### src/kmb_pkg.sv
// Shared types and constants for the k-mer minimiser bucketing unit.
// No dependencies; every other file refers to this package by scoped names.
`timescale 1ns / 1ps

package kmb_pkg;

  // Widths that the interface fixes.
  localparam int KMER_OUT_W = 62;
  localparam int MINI_OUT_W = 26;
  localparam int BUCKET_W   = 20;
  localparam int OFF_W      = 5;

  // Odd multiplier of the invertible mixing hash, split into 32-bit halves.
  localparam logic [63:0] MIX_MUL    = 64'hD6E8FEB86659FD93;
  localparam logic [31:0] MIX_MUL_LO = MIX_MUL[31:0];
  localparam logic [31:0] MIX_MUL_HI = MIX_MUL[63:32];

  // Depth of the queue between front and back (a power of two).
  localparam int QDEPTH = 2;
  localparam int QAW    = $clog2(QDEPTH);

  // Request on the input channel.
  typedef struct packed {
    logic [6:0] symbol;
    logic       read_end;
  } in_item_t;

  // Request on the result channel.
  typedef struct packed {
    logic [KMER_OUT_W-1:0] kmer_fwd;
    logic [KMER_OUT_W-1:0] kmer_revcomp;
    logic [BUCKET_W-1:0]   bucket;
    logic [MINI_OUT_W-1:0] minimizer;
    logic                  new_group;
    logic                  last;
  } out_item_t;

  // One k-mer handed from the front to the back, windows zero-extended.
  typedef struct packed {
    logic [63:0] fwd_win;
    logic [63:0] rc_win;
    logic [63:0] fwd_mmer;
    logic [63:0] rc_mmer;
    logic        first;
    logic        last;
  } entry_t;

  // Queue status seen by both sides.
  typedef struct packed {
    logic not_empty;
    logic full;
  } q_stat_t;

  // Hash unit handshake.
  typedef struct packed {
    logic        start;
    logic [63:0] key;
  } hash_req_t;

  typedef struct packed {
    logic        done;
    logic [63:0] value;
  } hash_rsp_t;

endpackage

### src/kmer_minimizer_bucketing_unit.sv
// A result follows its base through the front, the queue and the back: the back hashes the
// newest m-mer when the minimiser stays or a newer m-mer takes over, and hashes every m-mer
// position (KMER_LEN - MINI_LEN + 1 positions) for the first k-mer of a read and for a rescan.
// The back takes a new k-mer only when done with the last, paced by the iterative hash unit;
// bases short of a full k-mer are taken by the front without queueing while the queue has room.
// Synchronous active-low reset clears windows, minimiser, queue and output valid.
`timescale 1ns / 1ps

module kmer_minimizer_bucketing_unit #(
  parameter int KMER_LEN    = 31,
  parameter int MINI_LEN    = 13,
  parameter int BUCKET_BITS = 20
) (
  input  logic               clk,
  input  logic               rst_n,
  input  logic               in_valid,
  output logic               in_stall,
  input  kmb_pkg::in_item_t  in_item,
  output logic               out_valid,
  input  logic               out_stall,
  output kmb_pkg::out_item_t out_item
);

  kmb_pkg::q_stat_t q_stat;
  kmb_pkg::entry_t  push_entry, pop_entry;
  logic             q_push, q_pop;

  // Front end: windows and fill count.
  kmb_front #(
    .KMER_LEN (KMER_LEN),
    .MINI_LEN (MINI_LEN)
  ) u_front (
    .clk      (clk),
    .rst_n    (rst_n),
    .in_valid (in_valid),
    .in_stall (in_stall),
    .in_item  (in_item),
    .q_stat   (q_stat),
    .q_push   (q_push),
    .q_entry  (push_entry)
  );

  // Queue between the two halves.
  kmb_queue u_queue (
    .clk       (clk),
    .rst_n     (rst_n),
    .push      (q_push),
    .push_data (push_entry),
    .pop       (q_pop),
    .pop_data  (pop_entry),
    .stat      (q_stat)
  );

  // Back end: minimiser tracking and results.
  kmb_back #(
    .KMER_LEN    (KMER_LEN),
    .MINI_LEN    (MINI_LEN),
    .BUCKET_BITS (BUCKET_BITS)
  ) u_back (
    .clk       (clk),
    .rst_n     (rst_n),
    .q_stat    (q_stat),
    .q_data    (pop_entry),
    .q_pop     (q_pop),
    .out_valid (out_valid),
    .out_stall (out_stall),
    .out_item  (out_item)
  );

endmodule

### src/kmb_front.sv
// Front end: takes input requests, keeps the rolling k-mer and m-mer windows
// and the fill count, and queues every k-mer that yields a result. Uses kmb_pkg.
`timescale 1ns / 1ps

module kmb_front #(
  parameter int KMER_LEN = 31,
  parameter int MINI_LEN = 13
) (
  input  logic              clk,
  input  logic              rst_n,
  input  logic              in_valid,
  output logic              in_stall,
  input  kmb_pkg::in_item_t in_item,
  input  kmb_pkg::q_stat_t  q_stat,
  output logic              q_push,
  output kmb_pkg::entry_t   q_entry
);

  localparam int KW = 2 * KMER_LEN;
  localparam int MW = 2 * MINI_LEN;
  localparam int CW = $clog2(KMER_LEN + 1);

  logic [KW-1:0] fwd_win_r, fwd_win_nxt, rc_win_r, rc_win_nxt;
  logic [MW-1:0] fwd_mm_r, fwd_mm_nxt, rc_mm_r, rc_mm_nxt;
  logic [CW-1:0] fill_r, fill_nxt, fill_inc;
  logic [1:0]    code, comp;
  logic          accept, produce, first;

  assign in_stall = q_stat.full;
  assign accept   = in_valid && !in_stall;
  assign code     = in_item.symbol[2:1];
  assign comp     = code ^ 2'b10;

  // Shift the new base into all four windows.
  assign fwd_win_nxt = {fwd_win_r[KW-3:0], code};
  assign rc_win_nxt  = {comp, rc_win_r[KW-1:2]};
  assign fwd_mm_nxt  = {fwd_mm_r[MW-3:0], code};
  assign rc_mm_nxt   = {comp, rc_mm_r[MW-1:2]};

  // Count bases of the read; the window becomes complete on reaching KMER_LEN.
  always_comb begin
    fill_inc = CW'(fill_r + 1'b1);
    if (fill_r < CW'(KMER_LEN)) begin
      first    = (fill_inc == CW'(KMER_LEN));
      produce  = first;
      fill_nxt = fill_inc;
    end else begin
      first    = 1'b0;
      produce  = 1'b1;
      fill_nxt = fill_r;
    end
    if (in_item.read_end) begin
      fill_nxt = '0;
    end
  end

  assign q_push           = accept && produce;
  assign q_entry.fwd_win  = 64'(fwd_win_nxt);
  assign q_entry.rc_win   = 64'(rc_win_nxt);
  assign q_entry.fwd_mmer = 64'(fwd_mm_nxt);
  assign q_entry.rc_mmer  = 64'(rc_mm_nxt);
  assign q_entry.first    = first;
  assign q_entry.last     = in_item.read_end;

  // Window and count registers.
  always_ff @(posedge clk) begin
    if (!rst_n) begin
      fwd_win_r <= '0;
      rc_win_r  <= '0;
      fwd_mm_r  <= '0;
      rc_mm_r   <= '0;
      fill_r    <= '0;
    end else if (accept) begin
      fwd_win_r <= fwd_win_nxt;
      rc_win_r  <= rc_win_nxt;
      fwd_mm_r  <= fwd_mm_nxt;
      rc_mm_r   <= rc_mm_nxt;
      fill_r    <= fill_nxt;
    end
  end

endmodule

### src/kmb_queue.sv
// Short first-in first-out queue of k-mer entries between front and back.
// Uses kmb_pkg for the entry type and the depth.
`timescale 1ns / 1ps

module kmb_queue (
  input  logic              clk,
  input  logic              rst_n,
  input  logic              push,
  input  kmb_pkg::entry_t   push_data,
  input  logic              pop,
  output kmb_pkg::entry_t   pop_data,
  output kmb_pkg::q_stat_t  stat
);

  kmb_pkg::entry_t          mem_r [kmb_pkg::QDEPTH];
  logic [kmb_pkg::QAW-1:0]  wr_ptr_r, rd_ptr_r;
  logic [kmb_pkg::QAW:0]    count_r;
  logic                     do_wr, do_rd;

  assign stat.full      = (count_r == (kmb_pkg::QAW + 1)'(kmb_pkg::QDEPTH));
  assign stat.not_empty = (count_r != '0);
  assign do_wr          = push && !stat.full;
  assign do_rd          = pop && stat.not_empty;
  assign pop_data       = mem_r[rd_ptr_r];

  // Entry storage.
  always_ff @(posedge clk) begin
    if (do_wr) begin
      mem_r[wr_ptr_r] <= push_data;
    end
  end

  // Pointers and fill level.
  always_ff @(posedge clk) begin
    if (!rst_n) begin
      wr_ptr_r <= '0;
      rd_ptr_r <= '0;
      count_r  <= '0;
    end else begin
      if (do_wr) begin
        wr_ptr_r <= kmb_pkg::QAW'(wr_ptr_r + 1'b1);
      end
      if (do_rd) begin
        rd_ptr_r <= kmb_pkg::QAW'(rd_ptr_r + 1'b1);
      end
      if (do_wr && !do_rd) begin
        count_r <= (kmb_pkg::QAW + 1)'(count_r + 1'b1);
      end else if (do_rd && !do_wr) begin
        count_r <= (kmb_pkg::QAW + 1)'(count_r - 1'b1);
      end
    end
  end

endmodule

### src/kmb_hash.sv
// Iterative 64-bit multiply hash: two rounds of xor-shift and multiply, each
// multiply built from three 32x32 partial products. Uses kmb_pkg.
`timescale 1ns / 1ps

module kmb_hash (
  input  logic                clk,
  input  logic                rst_n,
  input  kmb_pkg::hash_req_t  req,
  output kmb_pkg::hash_rsp_t  rsp
);

  logic [63:0] a_r, a_nxt, acc_r, acc_nxt, prod_r, prod_nxt, x;
  logic [31:0] op_a, op_b, hi_sum;
  logic [1:0]  ph_r, ph_nxt;
  logic        rnd_r, rnd_nxt, busy_r, busy_nxt, done_r, done_nxt;

  assign rsp.done  = done_r;
  assign rsp.value = a_r;

  // One partial product per cycle, operands picked by the phase.
  always_comb begin
    op_a     = (ph_r == 2'd1) ? a_r[63:32] : a_r[31:0];
    op_b     = (ph_r == 2'd2) ? kmb_pkg::MIX_MUL_HI : kmb_pkg::MIX_MUL_LO;
    prod_nxt = 64'(op_a) * 64'(op_b);
  end

  // Phase sequencing and accumulation.
  always_comb begin
    a_nxt    = a_r;
    acc_nxt  = acc_r;
    ph_nxt   = ph_r;
    rnd_nxt  = rnd_r;
    busy_nxt = busy_r;
    done_nxt = 1'b0;
    hi_sum   = 32'(acc_r[63:32] + prod_r[31:0]);
    x        = {hi_sum, acc_r[31:0]};
    if (req.start) begin
      a_nxt    = req.key ^ (req.key >> 32);
      ph_nxt   = 2'd0;
      rnd_nxt  = 1'b0;
      busy_nxt = 1'b1;
    end else if (busy_r) begin
      ph_nxt = 2'(ph_r + 1'b1);
      case (ph_r)
        2'd1: acc_nxt = prod_r;
        2'd2: acc_nxt = {hi_sum, acc_r[31:0]};
        2'd3: begin
          a_nxt   = x ^ (x >> 32);
          rnd_nxt = 1'b1;
          if (rnd_r) begin
            busy_nxt = 1'b0;
            done_nxt = 1'b1;
          end
        end
        default: acc_nxt = acc_r;
      endcase
    end
  end

  always_ff @(posedge clk) begin
    a_r    <= a_nxt;
    acc_r  <= acc_nxt;
    prod_r <= prod_nxt;
    if (!rst_n) begin
      ph_r   <= '0;
      rnd_r  <= 1'b0;
      busy_r <= 1'b0;
      done_r <= 1'b0;
    end else begin
      ph_r   <= ph_nxt;
      rnd_r  <= rnd_nxt;
      busy_r <= busy_nxt;
      done_r <= done_nxt;
    end
  end

endmodule

### src/kmb_back.sv
// Back end: pops k-mer entries, tracks the minimiser with the hash unit, rescans
// the window when needed, mixes the bucket index and holds the output register.
// Uses kmb_pkg and kmb_hash.
`timescale 1ns / 1ps

module kmb_back #(
  parameter int KMER_LEN    = 31,
  parameter int MINI_LEN    = 13,
  parameter int BUCKET_BITS = 20
) (
  input  logic               clk,
  input  logic               rst_n,
  input  kmb_pkg::q_stat_t   q_stat,
  input  kmb_pkg::entry_t    q_data,
  output logic               q_pop,
  output logic               out_valid,
  input  logic               out_stall,
  output kmb_pkg::out_item_t out_item
);

  localparam int MW   = 2 * MINI_LEN;
  localparam int SPAN = (KMER_LEN >= MINI_LEN) ? KMER_LEN - MINI_LEN : 0;
  localparam logic [kmb_pkg::BUCKET_W-1:0] BUCKET_MASK =
    (BUCKET_BITS >= kmb_pkg::BUCKET_W) ? '1
                                       : kmb_pkg::BUCKET_W'((64'd1 << BUCKET_BITS) - 1);

  localparam logic [2:0] ST_IDLE        = 3'd0;
  localparam logic [2:0] ST_SCAN_LOAD   = 3'd1;
  localparam logic [2:0] ST_SCAN_WAIT   = 3'd2;
  localparam logic [2:0] ST_STEADY_WAIT = 3'd3;
  localparam logic [2:0] ST_BUCKET      = 3'd4;
  localparam logic [2:0] ST_EMIT        = 3'd5;

  logic [2:0]                   st_r, st_nxt;
  kmb_pkg::entry_t              ent_r, ent_nxt;
  logic [63:0]                  scan_r, scan_nxt;
  logic [kmb_pkg::OFF_W-1:0]    idx_r, idx_nxt, off_r, off_nxt;
  logic [MW-1:0]                cand_r, cand_nxt, best_mm_r, best_mm_nxt;
  logic [63:0]                  best_hash_r, best_hash_nxt, bk_r, bk_nxt;
  logic [1:0]                   bstep_r, bstep_nxt;
  logic [kmb_pkg::BUCKET_W-1:0] bucket_r, bucket_nxt;
  logic                         group_r, group_nxt, out_valid_r, out_valid_nxt;
  kmb_pkg::out_item_t           out_item_r, out_item_nxt;
  kmb_pkg::hash_req_t           hreq;
  kmb_pkg::hash_rsp_t           hrsp;
  logic [MW-1:0]                slice, steady_fm, steady_rm;
  logic [63:0]                  best_mm64, t;

  kmb_hash u_hash (
    .clk   (clk),
    .rst_n (rst_n),
    .req   (hreq),
    .rsp   (hrsp)
  );

  // Reverse complement of one m-mer: reverse the bases and flip bit 1 of each.
  function automatic logic [MW-1:0] rev_comp(input logic [MW-1:0] x);
    logic [MW-1:0] r;
    r = '0;
    for (int i = 0; i < MINI_LEN; i++) begin
      r[2*i +: 2] = x[2*(MINI_LEN-1-i) +: 2] ^ 2'b10;
    end
    return r;
  endfunction

  function automatic logic [MW-1:0] canon(input logic [MW-1:0] m);
    logic [MW-1:0] r;
    r = rev_comp(m);
    return (r < m) ? r : m;
  endfunction

  assign slice     = scan_r[2*SPAN +: MW];
  assign steady_fm = q_data.fwd_mmer[MW-1:0];
  assign steady_rm = q_data.rc_mmer[MW-1:0];
  assign best_mm64 = 64'(best_mm_r);
  assign out_valid = out_valid_r;
  assign out_item  = out_item_r;

  // Sequencer for the minimiser, rescan and bucket steps.
  always_comb begin
    st_nxt        = st_r;
    ent_nxt       = ent_r;
    scan_nxt      = scan_r;
    idx_nxt       = idx_r;
    off_nxt       = off_r;
    cand_nxt      = cand_r;
    best_mm_nxt   = best_mm_r;
    best_hash_nxt = best_hash_r;
    bk_nxt        = bk_r;
    bstep_nxt     = bstep_r;
    bucket_nxt    = bucket_r;
    group_nxt     = group_r;
    out_item_nxt  = out_item_r;
    out_valid_nxt = out_valid_r && out_stall;
    q_pop         = 1'b0;
    hreq.start    = 1'b0;
    hreq.key      = 64'(cand_r);
    t             = '0;
    unique case (st_r)
      ST_IDLE: begin
        if (q_stat.not_empty) begin
          q_pop   = 1'b1;
          ent_nxt = q_data;
          if (q_data.first) begin
            scan_nxt  = q_data.fwd_win;
            idx_nxt   = '0;
            group_nxt = 1'b1;
            st_nxt    = ST_SCAN_LOAD;
          end else begin
            cand_nxt   = (steady_fm < steady_rm) ? steady_fm : steady_rm;
            hreq.start = 1'b1;
            hreq.key   = 64'(cand_nxt);
            st_nxt     = ST_STEADY_WAIT;
          end
        end
      end
      ST_SCAN_LOAD: begin
        cand_nxt   = canon(slice);
        hreq.start = 1'b1;
        hreq.key   = 64'(cand_nxt);
        scan_nxt   = scan_r << 2;
        st_nxt     = ST_SCAN_WAIT;
      end
      ST_SCAN_WAIT: begin
        if (hrsp.done) begin
          // Strict compare keeps the leftmost m-mer on ties.
          if (idx_r == '0 || hrsp.value < best_hash_r) begin
            best_hash_nxt = hrsp.value;
            best_mm_nxt   = cand_r;
            off_nxt       = idx_r;
          end
          if (idx_r == kmb_pkg::OFF_W'(SPAN)) begin
            bk_nxt    = best_hash_nxt;
            bstep_nxt = '0;
            st_nxt    = ST_BUCKET;
          end else begin
            idx_nxt = kmb_pkg::OFF_W'(idx_r + 1'b1);
            st_nxt  = ST_SCAN_LOAD;
          end
        end
      end
      ST_STEADY_WAIT: begin
        if (hrsp.done) begin
          if (hrsp.value < best_hash_r) begin
            best_hash_nxt = hrsp.value;
            best_mm_nxt   = cand_r;
            off_nxt       = kmb_pkg::OFF_W'(SPAN);
            group_nxt     = 1'b1;
            bk_nxt        = hrsp.value;
            bstep_nxt     = '0;
            st_nxt        = ST_BUCKET;
          end else if (off_r == '0) begin
            // The minimiser has slid out of the window.
            group_nxt = 1'b1;
            scan_nxt  = ent_r.fwd_win;
            idx_nxt   = '0;
            st_nxt    = ST_SCAN_LOAD;
          end else begin
            off_nxt   = kmb_pkg::OFF_W'(off_r - 1'b1);
            group_nxt = 1'b0;
            st_nxt    = ST_EMIT;
          end
        end
      end
      ST_BUCKET: begin
        bstep_nxt = 2'(bstep_r + 1'b1);
        case (bstep_r)
          2'd0: begin
            t      = ~bk_r + (bk_r << 21);
            bk_nxt = t ^ (t >> 24);
          end
          2'd1: begin
            t      = bk_r + (bk_r << 3) + (bk_r << 8);
            bk_nxt = t ^ (t >> 14);
          end
          2'd2: begin
            t      = bk_r + (bk_r << 2) + (bk_r << 4);
            bk_nxt = t ^ (t >> 28);
          end
          default: begin
            t          = bk_r + (bk_r << 31);
            bucket_nxt = t[kmb_pkg::BUCKET_W-1:0] & BUCKET_MASK;
            st_nxt     = ST_EMIT;
          end
        endcase
      end
      ST_EMIT: begin
        if (!out_valid_r || !out_stall) begin
          out_item_nxt.kmer_fwd     = ent_r.fwd_win[kmb_pkg::KMER_OUT_W-1:0];
          out_item_nxt.kmer_revcomp = ent_r.rc_win[kmb_pkg::KMER_OUT_W-1:0];
          out_item_nxt.bucket       = bucket_r;
          out_item_nxt.minimizer    = best_mm64[kmb_pkg::MINI_OUT_W-1:0];
          out_item_nxt.new_group    = group_r;
          out_item_nxt.last         = ent_r.last;
          out_valid_nxt             = 1'b1;
          st_nxt                    = ST_IDLE;
        end
      end
      default: st_nxt = ST_IDLE;
    endcase
  end

  always_ff @(posedge clk) begin
    ent_r      <= ent_nxt;
    scan_r     <= scan_nxt;
    idx_r      <= idx_nxt;
    cand_r     <= cand_nxt;
    bk_r       <= bk_nxt;
    bstep_r    <= bstep_nxt;
    bucket_r   <= bucket_nxt;
    group_r    <= group_nxt;
    out_item_r <= out_item_nxt;
    if (!rst_n) begin
      st_r        <= ST_IDLE;
      off_r       <= '0;
      best_mm_r   <= '0;
      best_hash_r <= '0;
      out_valid_r <= 1'b0;
    end else begin
      st_r        <= st_nxt;
      off_r       <= off_nxt;
      best_mm_r   <= best_mm_nxt;
      best_hash_r <= best_hash_nxt;
      out_valid_r <= out_valid_nxt;
    end
  end

endmodule

### config.mk
export PLATFORM = sky130hd
export DESIGN_NAME = kmer_minimizer_bucketing_unit
export DESIGN_NICKNAME = d
export VERILOG_FILES = /design/src/kmb_pkg.sv /design/src/kmer_minimizer_bucketing_unit.sv /design/src/kmb_front.sv /design/src/kmb_queue.sv /design/src/kmb_hash.sv /design/src/kmb_back.sv
export SDC_FILE = /design/constraint.sdc
export NUM_CORES = 2
export LEC_CHECK = 0
export ABC_AREA = 1
export BUFFER_PORTS_ARGS = -buffer_cell sky130_fd_sc_hd__buf_4
export CORE_MARGIN = 10
export CORE_UTILIZATION = 48
export DETAILED_ROUTE_END_ITERATION = 8
export HOLD_SLACK_MARGIN = 0.03
export PLACE_DENSITY_LB_ADDON = 0.05
export SLEW_MARGIN = 40
export SYNTH_ARGS = -nofsm -noshare
export SYNTH_HDL_FRONTEND = slang
export SYNTH_SLANG_ARGS = --single-unit
### constraint.sdc
create_clock -name clk -period 9.2 [get_ports clk]
set_input_delay 1.84 -clock clk [delete_from_list [all_inputs] [get_ports clk]]
set_output_delay 1.84 -clock clk [all_outputs]
set_load 0.02 [all_outputs]
# Word level (Yosys, flattened, before mapping)
# Memories as Yosys holds them, arrays and structs flattened. A register that Yosys moved wholly into a read port is not among the register bits.
# Cells that the tools add are included.
[op_classes]
n_eq_ne = 28
mux = 88
n_lt_le_gt_ge = 4
n_reduce_logical = 51
n_addsub = 16
n_shift = 0
bitwise_logic = 26
div = 0
multipliers = 1
[ops]
columns = ["op", "n"]
rows = [
  ["$mux W64", 9],
  ["$pmux W64 S3", 2],
  ["$add A64 B64 Y64", 5],
  ["$mux W62", 5],
  ["$pmux W64 S2", 2],
  ["$mux W26", 8],
  ["$pmux W62 S3", 1],
  ["$mux W65", 2],
  ["$pmux W65 S2", 1],
  ["$xor A64 B32 Y64", 2],
  ["$pmux W26 S2", 2],
  ["$mux W5", 14],
  ["$lt A64 B64 Y1", 1],
  ["$mul A32 B32 Y64", 1],
  ["$mux W32", 2],
  ["$not A64 Y64", 1],
  ["$xor A64 B36 Y64", 1],
  ["$xor A64 B40 Y64", 1],
  ["$xor A64 B50 Y64", 1],
  ["$lt A26 B26 Y1", 2],
  ["$add A32 B32 Y32", 1],
  ["$mux W3", 8],
  ["$add A20 B1 Y20 const B", 1],
  ["$mux W1", 20],
  ["40 further kinds", 121],
]
[word_totals]
regBits = 954
latch_bits = 0
mem_bits_ro = 0
ramBits = 356
memories = 1
elab_cells = 252
[memory_table]
columns = ["memory", "depth", "width", "read_ports", "rd_clocked_by_memory_dff", "wr", "line_no", "rtl"]
rows = [
  ["u_queue.mem_r", 2, 178, 1, 1, 1, "kmb_queue.sv:15", "kmb_pkg::entry_t mem_r [kmb_pkg::QDEPTH];"],
]

# Logic depth before layout (Yosys ltp)
[depth]
depth_word = 9
mapped_depth = 40
depth_no_buf = 40

# Cells and area by module
# Synthesis repeated with hierarchy kept, for this count alone.
[hier_totals]
hier_cells = 11970
hier_area_um2 = 105462.4
[by_module_without_submodules]
columns = ["mod", "n_inst", "cells_per_inst", "area_per_inst_um2", "seq_area_each_um2"]
rows = [
  ["kmb_back", 1, 6266, 44828.0, 16305.6],
  ["kmb_hash", 1, 4250, 36206.0, 5225.0],
  ["kmb_queue", 1, 840, 19711.4, 15595.0],
  ["kmb_front", 1, 614, 4717.0, 1901.8],
]

# Worst setup path after synthesis
# Ideal clock, no wire load.
[synth_timing]
kind = "input-to-reg"
start = "input port out_stall"
end = "register u_back.out_item_r, in the netlist u_back.out_item[0] (enable)"
cell_stages = 1
setup_time_ns = 0.688
arrival_ns = 8.472
path_slack_ns = 0.040
required_ns = 8.512
path_cell_list = "a21oi_1"
[synth_via]
elab_chain_cells = 3
[synth_rtl]
columns = ["element", "line_no", "rtl"]
rows = [
  ["start, declared", "kmer_minimizer_bucketing_unit.sv:20", "input logic out_stall,"],
  ["$logic_not A1 Y1", "kmb_back.sv:188", "if (!out_valid_r || !out_stall) begin"],
  ["$logic_or A1 B1 Y1", "kmb_back.sv:188", ""],
  ["$reduce_and A2 Y1 (no source line)", "--", ""],
  ["end signal, assigned", "kmb_back.sv:212", "out_item_r <= out_item_nxt;"],
  ["end, declared", "kmb_back.sv:43", "kmb_pkg::out_item_t out_item_r, out_item_nxt;"],
]
# Every way passes these cells.
# A chain may end at the register's enable or synchronous reset.

# Worst setup path in the final report
[layout_timing]
start = "register u_back.u_hash.ph_r[1]"
end = "register u_back.u_hash.prod_r[55]"
[layout_via]
elab_chain_cells = 3
elab_cells_between_ends = 5
classes_between = "1 x mul; 2 x eq/ne; 2 x mux"
[layout_rtl]
columns = ["element", "line_no", "rtl"]
rows = [
  ["start, declared", "kmb_hash.sv:14", "logic [1:0] ph_r, ph_nxt;"],
  ["start signal, assigned", "kmb_hash.sv:70", "ph_r <= ph_nxt;"],
  ["$eq A2 B1 Y1 or $eq A2 B2 Y1 (tied branches)", "kmb_hash.sv:22, kmb_hash.sv:23", ""],
  ["$mux W32 (on tied branches)", "kmb_hash.sv:22, kmb_hash.sv:23", ""],
  ["$mul A32 B32 Y64 (*)", "kmb_hash.sv:24", "prod_nxt = 64'(op_a) * 64'(op_b);"],
  ["net u_back.u_hash.prod_nxt[55]", "kmb_hash.sv:12", "logic [63:0] a_r, a_nxt, acc_r, acc_nxt, prod_r, prod_nxt, x;"],
  ["end signal, assigned", "kmb_hash.sv:63", "prod_r <= prod_nxt;"],
  ["end, declared", "kmb_hash.sv:12", ""],
]
# Mark *: on every way through the listed nets, which the timed path passes. The rest lies on a longest branch.

==> out/summary.txt <==
Die ar. - 0.200 mm2
Detailed Place HPWL - 275000 um
final standard cell area without fillers - 0.0959 mm2
WS Path Type - reg2reg
Gate Count Post-Synth - 10806
setup TNS - 0 ns
total track usage - 33.0%
area leader, netlist - edfxtp_1
buffer count from post-CTS setup fixing - 0
clk_lat worst skew - 0.73 ns
TritonCTS clock tree - built
row cnt - 156
die span in y - 447 um
number of port buffers - 180
Setup Skew - 0.0761 ns
register area share after synthesis - 31.3%
Slew Viols, Final - 0
RSZ-0062 raised after global routing - false
vias in the first global route - 73870
Starting Density - 48.3%
relative slew slack - 36.5%
crit path time final - 8.68 ns
reg2reg start - u_back.u_hash.ph_r[1]
clock-pin slew on the worst setup and hold paths - 0.06 ns
Initial DRC Count - 7123
Worst path max stage delay - 0.66 ns
Final setup viols - 0
GP Congestion - 1.06
Root Buffer - clkbuf_16
hold path start - u_back.ent_r[153]
DRT Pass-1 Iters - 9
crit path DAT - 9.27 ns
DRT met1 WL - 132000 um
first-pass GRT wire length - 486000 um
worst reg2reg endpoint - u_back.u_hash.prod_r[55]
# clock sinks - 1001
Yosys warning count - 0
initial antenna violation count - 7
delay-heaviest family, CP - adder cells
Synth top area share - 25.2%
Hold Path End - u_back.out_item[71]
largest net degree at the start of global routing - 141
Fmax - 115 MHz
maxcap violations - 0
Synth Flop Type - edfxtp_1
met2 WL - 157000 um
Routed Antenna Nets - 0
crit path max fanout - 12
H-Tree Depth - 3
top post-synthesis cells by area - edfxtp_1 (25%), fa_1 (17%), nand2_1 (12%)
final critical-path share of the clock period - 94.3%
core area - 0.181 mm2
most frequent CP cell - fa_1
wire length on met3 - 23300 um
Post-synth EDFFs - 733
FF+latch count, synth - 1001
WP data required - 9.79 ns
Area Overhead vs Synth - 9.63%
cts repair resizes - 0
Post-synth top cells - nand2_1 (2704), inv_1 (1888), nor2_1 (983)
Post-Route WL - 335000 um
outcome - finished clean
FF-to-FF path depth - 30
number of cells on the critical path - 30
CTS buffer count - 93
CTS Hold Bufs - 0
r2r setup slk - 0.52 ns
CP Capture Type - register
Worst Path Buf+Inv - 8
Hold Fails Final Rpt - 0
die width - 447 um
crit start category - register
WL per Instance - 24.8 um
layout cells sized above 1 - 6.40%
DR DRC count - 0
CP max-delay cell - fa_1
CTS max path bufs - 3
nets@finish - 12523
class of the worst hold path - reg2reg
Async S/R FF share, synth - 0%
worst slew pin tran - 0.946 ns
DR top layer - met5
Netlist cell types - 60
vias per cell - 5.58
most frequent cell after synthesis - nand2_1
dpl cell area - 0.0926 mm2
syn_area_per_cell - 8.09 um2
Ports - 186
GR Overflow Total - 0
Mapped Area - 0.0875 mm2
Cells on Worst Hold Path - 0
via total after detailed routing - 75469
## through the flow
step	hold slack (ns)	worst slack (ns)	std cells	utilization [%]
floorplan	0.400	0.0399	10807	-
global placement	0.401	0.551	13333	51.1
detailed placement	0.405	0.544	13339	51.2
CTS	0.420	0.463	13515	52.9
global route	0.423	0.116	13522	53.0
finish	0.418	0.521	13524	53.0
## routing by layer
metal / GRT usage, % / vias up
li1: - / 34964
met3: 4.70 / 691
met4: 18.0 / 2
met5: 0 / -
met2: 54.7 / 3094
met1: 41.5 / 36718
## layout by cell type (no fill, tap or decap), types with 6 or more instances in the layout
master / instances
nor4_1: 19
inv_2: 11
or2_2: 73
nor3_1: 49
edfxtp_1: 733
nand2_2: 8
xnor2_1: 66
or2_1: 6
dfxtp_1: 266
o21ai_0: 477
clkbuf_1: 28
o22ai_1: 7
nand3_1: 722
nor2_4: 8
o21ai_2: 6
xor2_1: 135
o21bai_1: 33
o21ai_1: 30
nand4_1: 67
ha_1: 694
a21boi_0: 11
clkbuf_8: 10
clkbuf_16: 93
o21a_1: 18
clkinv_1: 17
a31oi_1: 26
nand3b_1: 51
and2_1: 11
buf_4: 419
nor2_1: 976
clkinv_2: 16
a22oi_1: 11
a21o_1: 35
a221o_1: 11
buf_6: 14
o211ai_1: 25
a21oi_1: 560
fa_1: 742
inv_1: 1884
nand2_1: 2701
## how the worst max path moves through the flow
stage / startpoint / end / slack [ns]
final: u_back.u_hash.ph_r[1] / u_back.u_hash.prod_r[55] / 0.52
after global routing: u_back.u_hash.ph_r[1] / u_back.u_hash.prod_r[53] / 0.12
after CTS: u_back.u_hash.ph_r[0] / u_back.u_hash.prod_r[56] / 0.46
after detailed placement: u_back.u_hash.ph_r[1] / u_back.u_hash.prod_r[55] / 0.54
after global placement: u_back.u_hash.ph_r[0] / u_back.u_hash.prod_r[56] / 0.55
after floorplan: out_stall / u_back.out_item[0] / 0.04
## layout make-up
type                            count  area, um2
Timing Repair Buffer              442       3480
Multi-Input combinational cell   7629      51800
Inverter                         1904       7150
Sequential cell                  1001      27400
Clock inverter                     45        503
Clock buffer                      131       2570
Fill cell                       17256      85100
Tap cell                         2370       2970
Antenna cell                        2       5.00
## kinds of logic after synthesis
kind of cell / Yosys count / synth area share, %
fa+ha+maj: 1440 / 27.0
compound gates: 1276 / 7.90
flops: 1001 / 31.3
simple gates: 4707 / 22.1
other cells: 2 / 0.00859
buf+inv: 2177 / 9.62
xor+xnor: 203 / 2.05
## sequential cells by signal, summed over array words and instances, names as in the netlist, 3 cells and up, named ones only
register	cells
u_front.fwd_mm_r	11
u_back.best_hash_r	64
u_back.u_hash.acc_r	64
u_back.out_item	141
u_front.rc_mm_r	25
u_back.off_r	5
u_back.bucket_r	20
u_front.fwd_win_r	19
u_back.idx_r	5
u_queue.mem_r	190
u_back.u_hash.a_r	64
u_back.u_hash.prod_r	64
u_back.best_mm_r	26
u_front.rc_win_r	35
u_back.scan_r	62
u_back.st_r	3
u_back.ent_r	94
u_back.bk_r	64
u_front.fill_r	5
u_back.cand_r	26
## worst reg2reg max path, delay by kind of cell (launching register included)
family	cells	cell delay, ns
xor+xnor	1	0.14
flops	1	0.40
compound gates	6	1.42
buf+inv	8	1.00
fa+ha+maj	10	4.58
simple gates	5	1.03
Power is left out: the tool's default activity adds up to more than one toggle a clock period on the data nets, which glitch-free logic cannot reach.
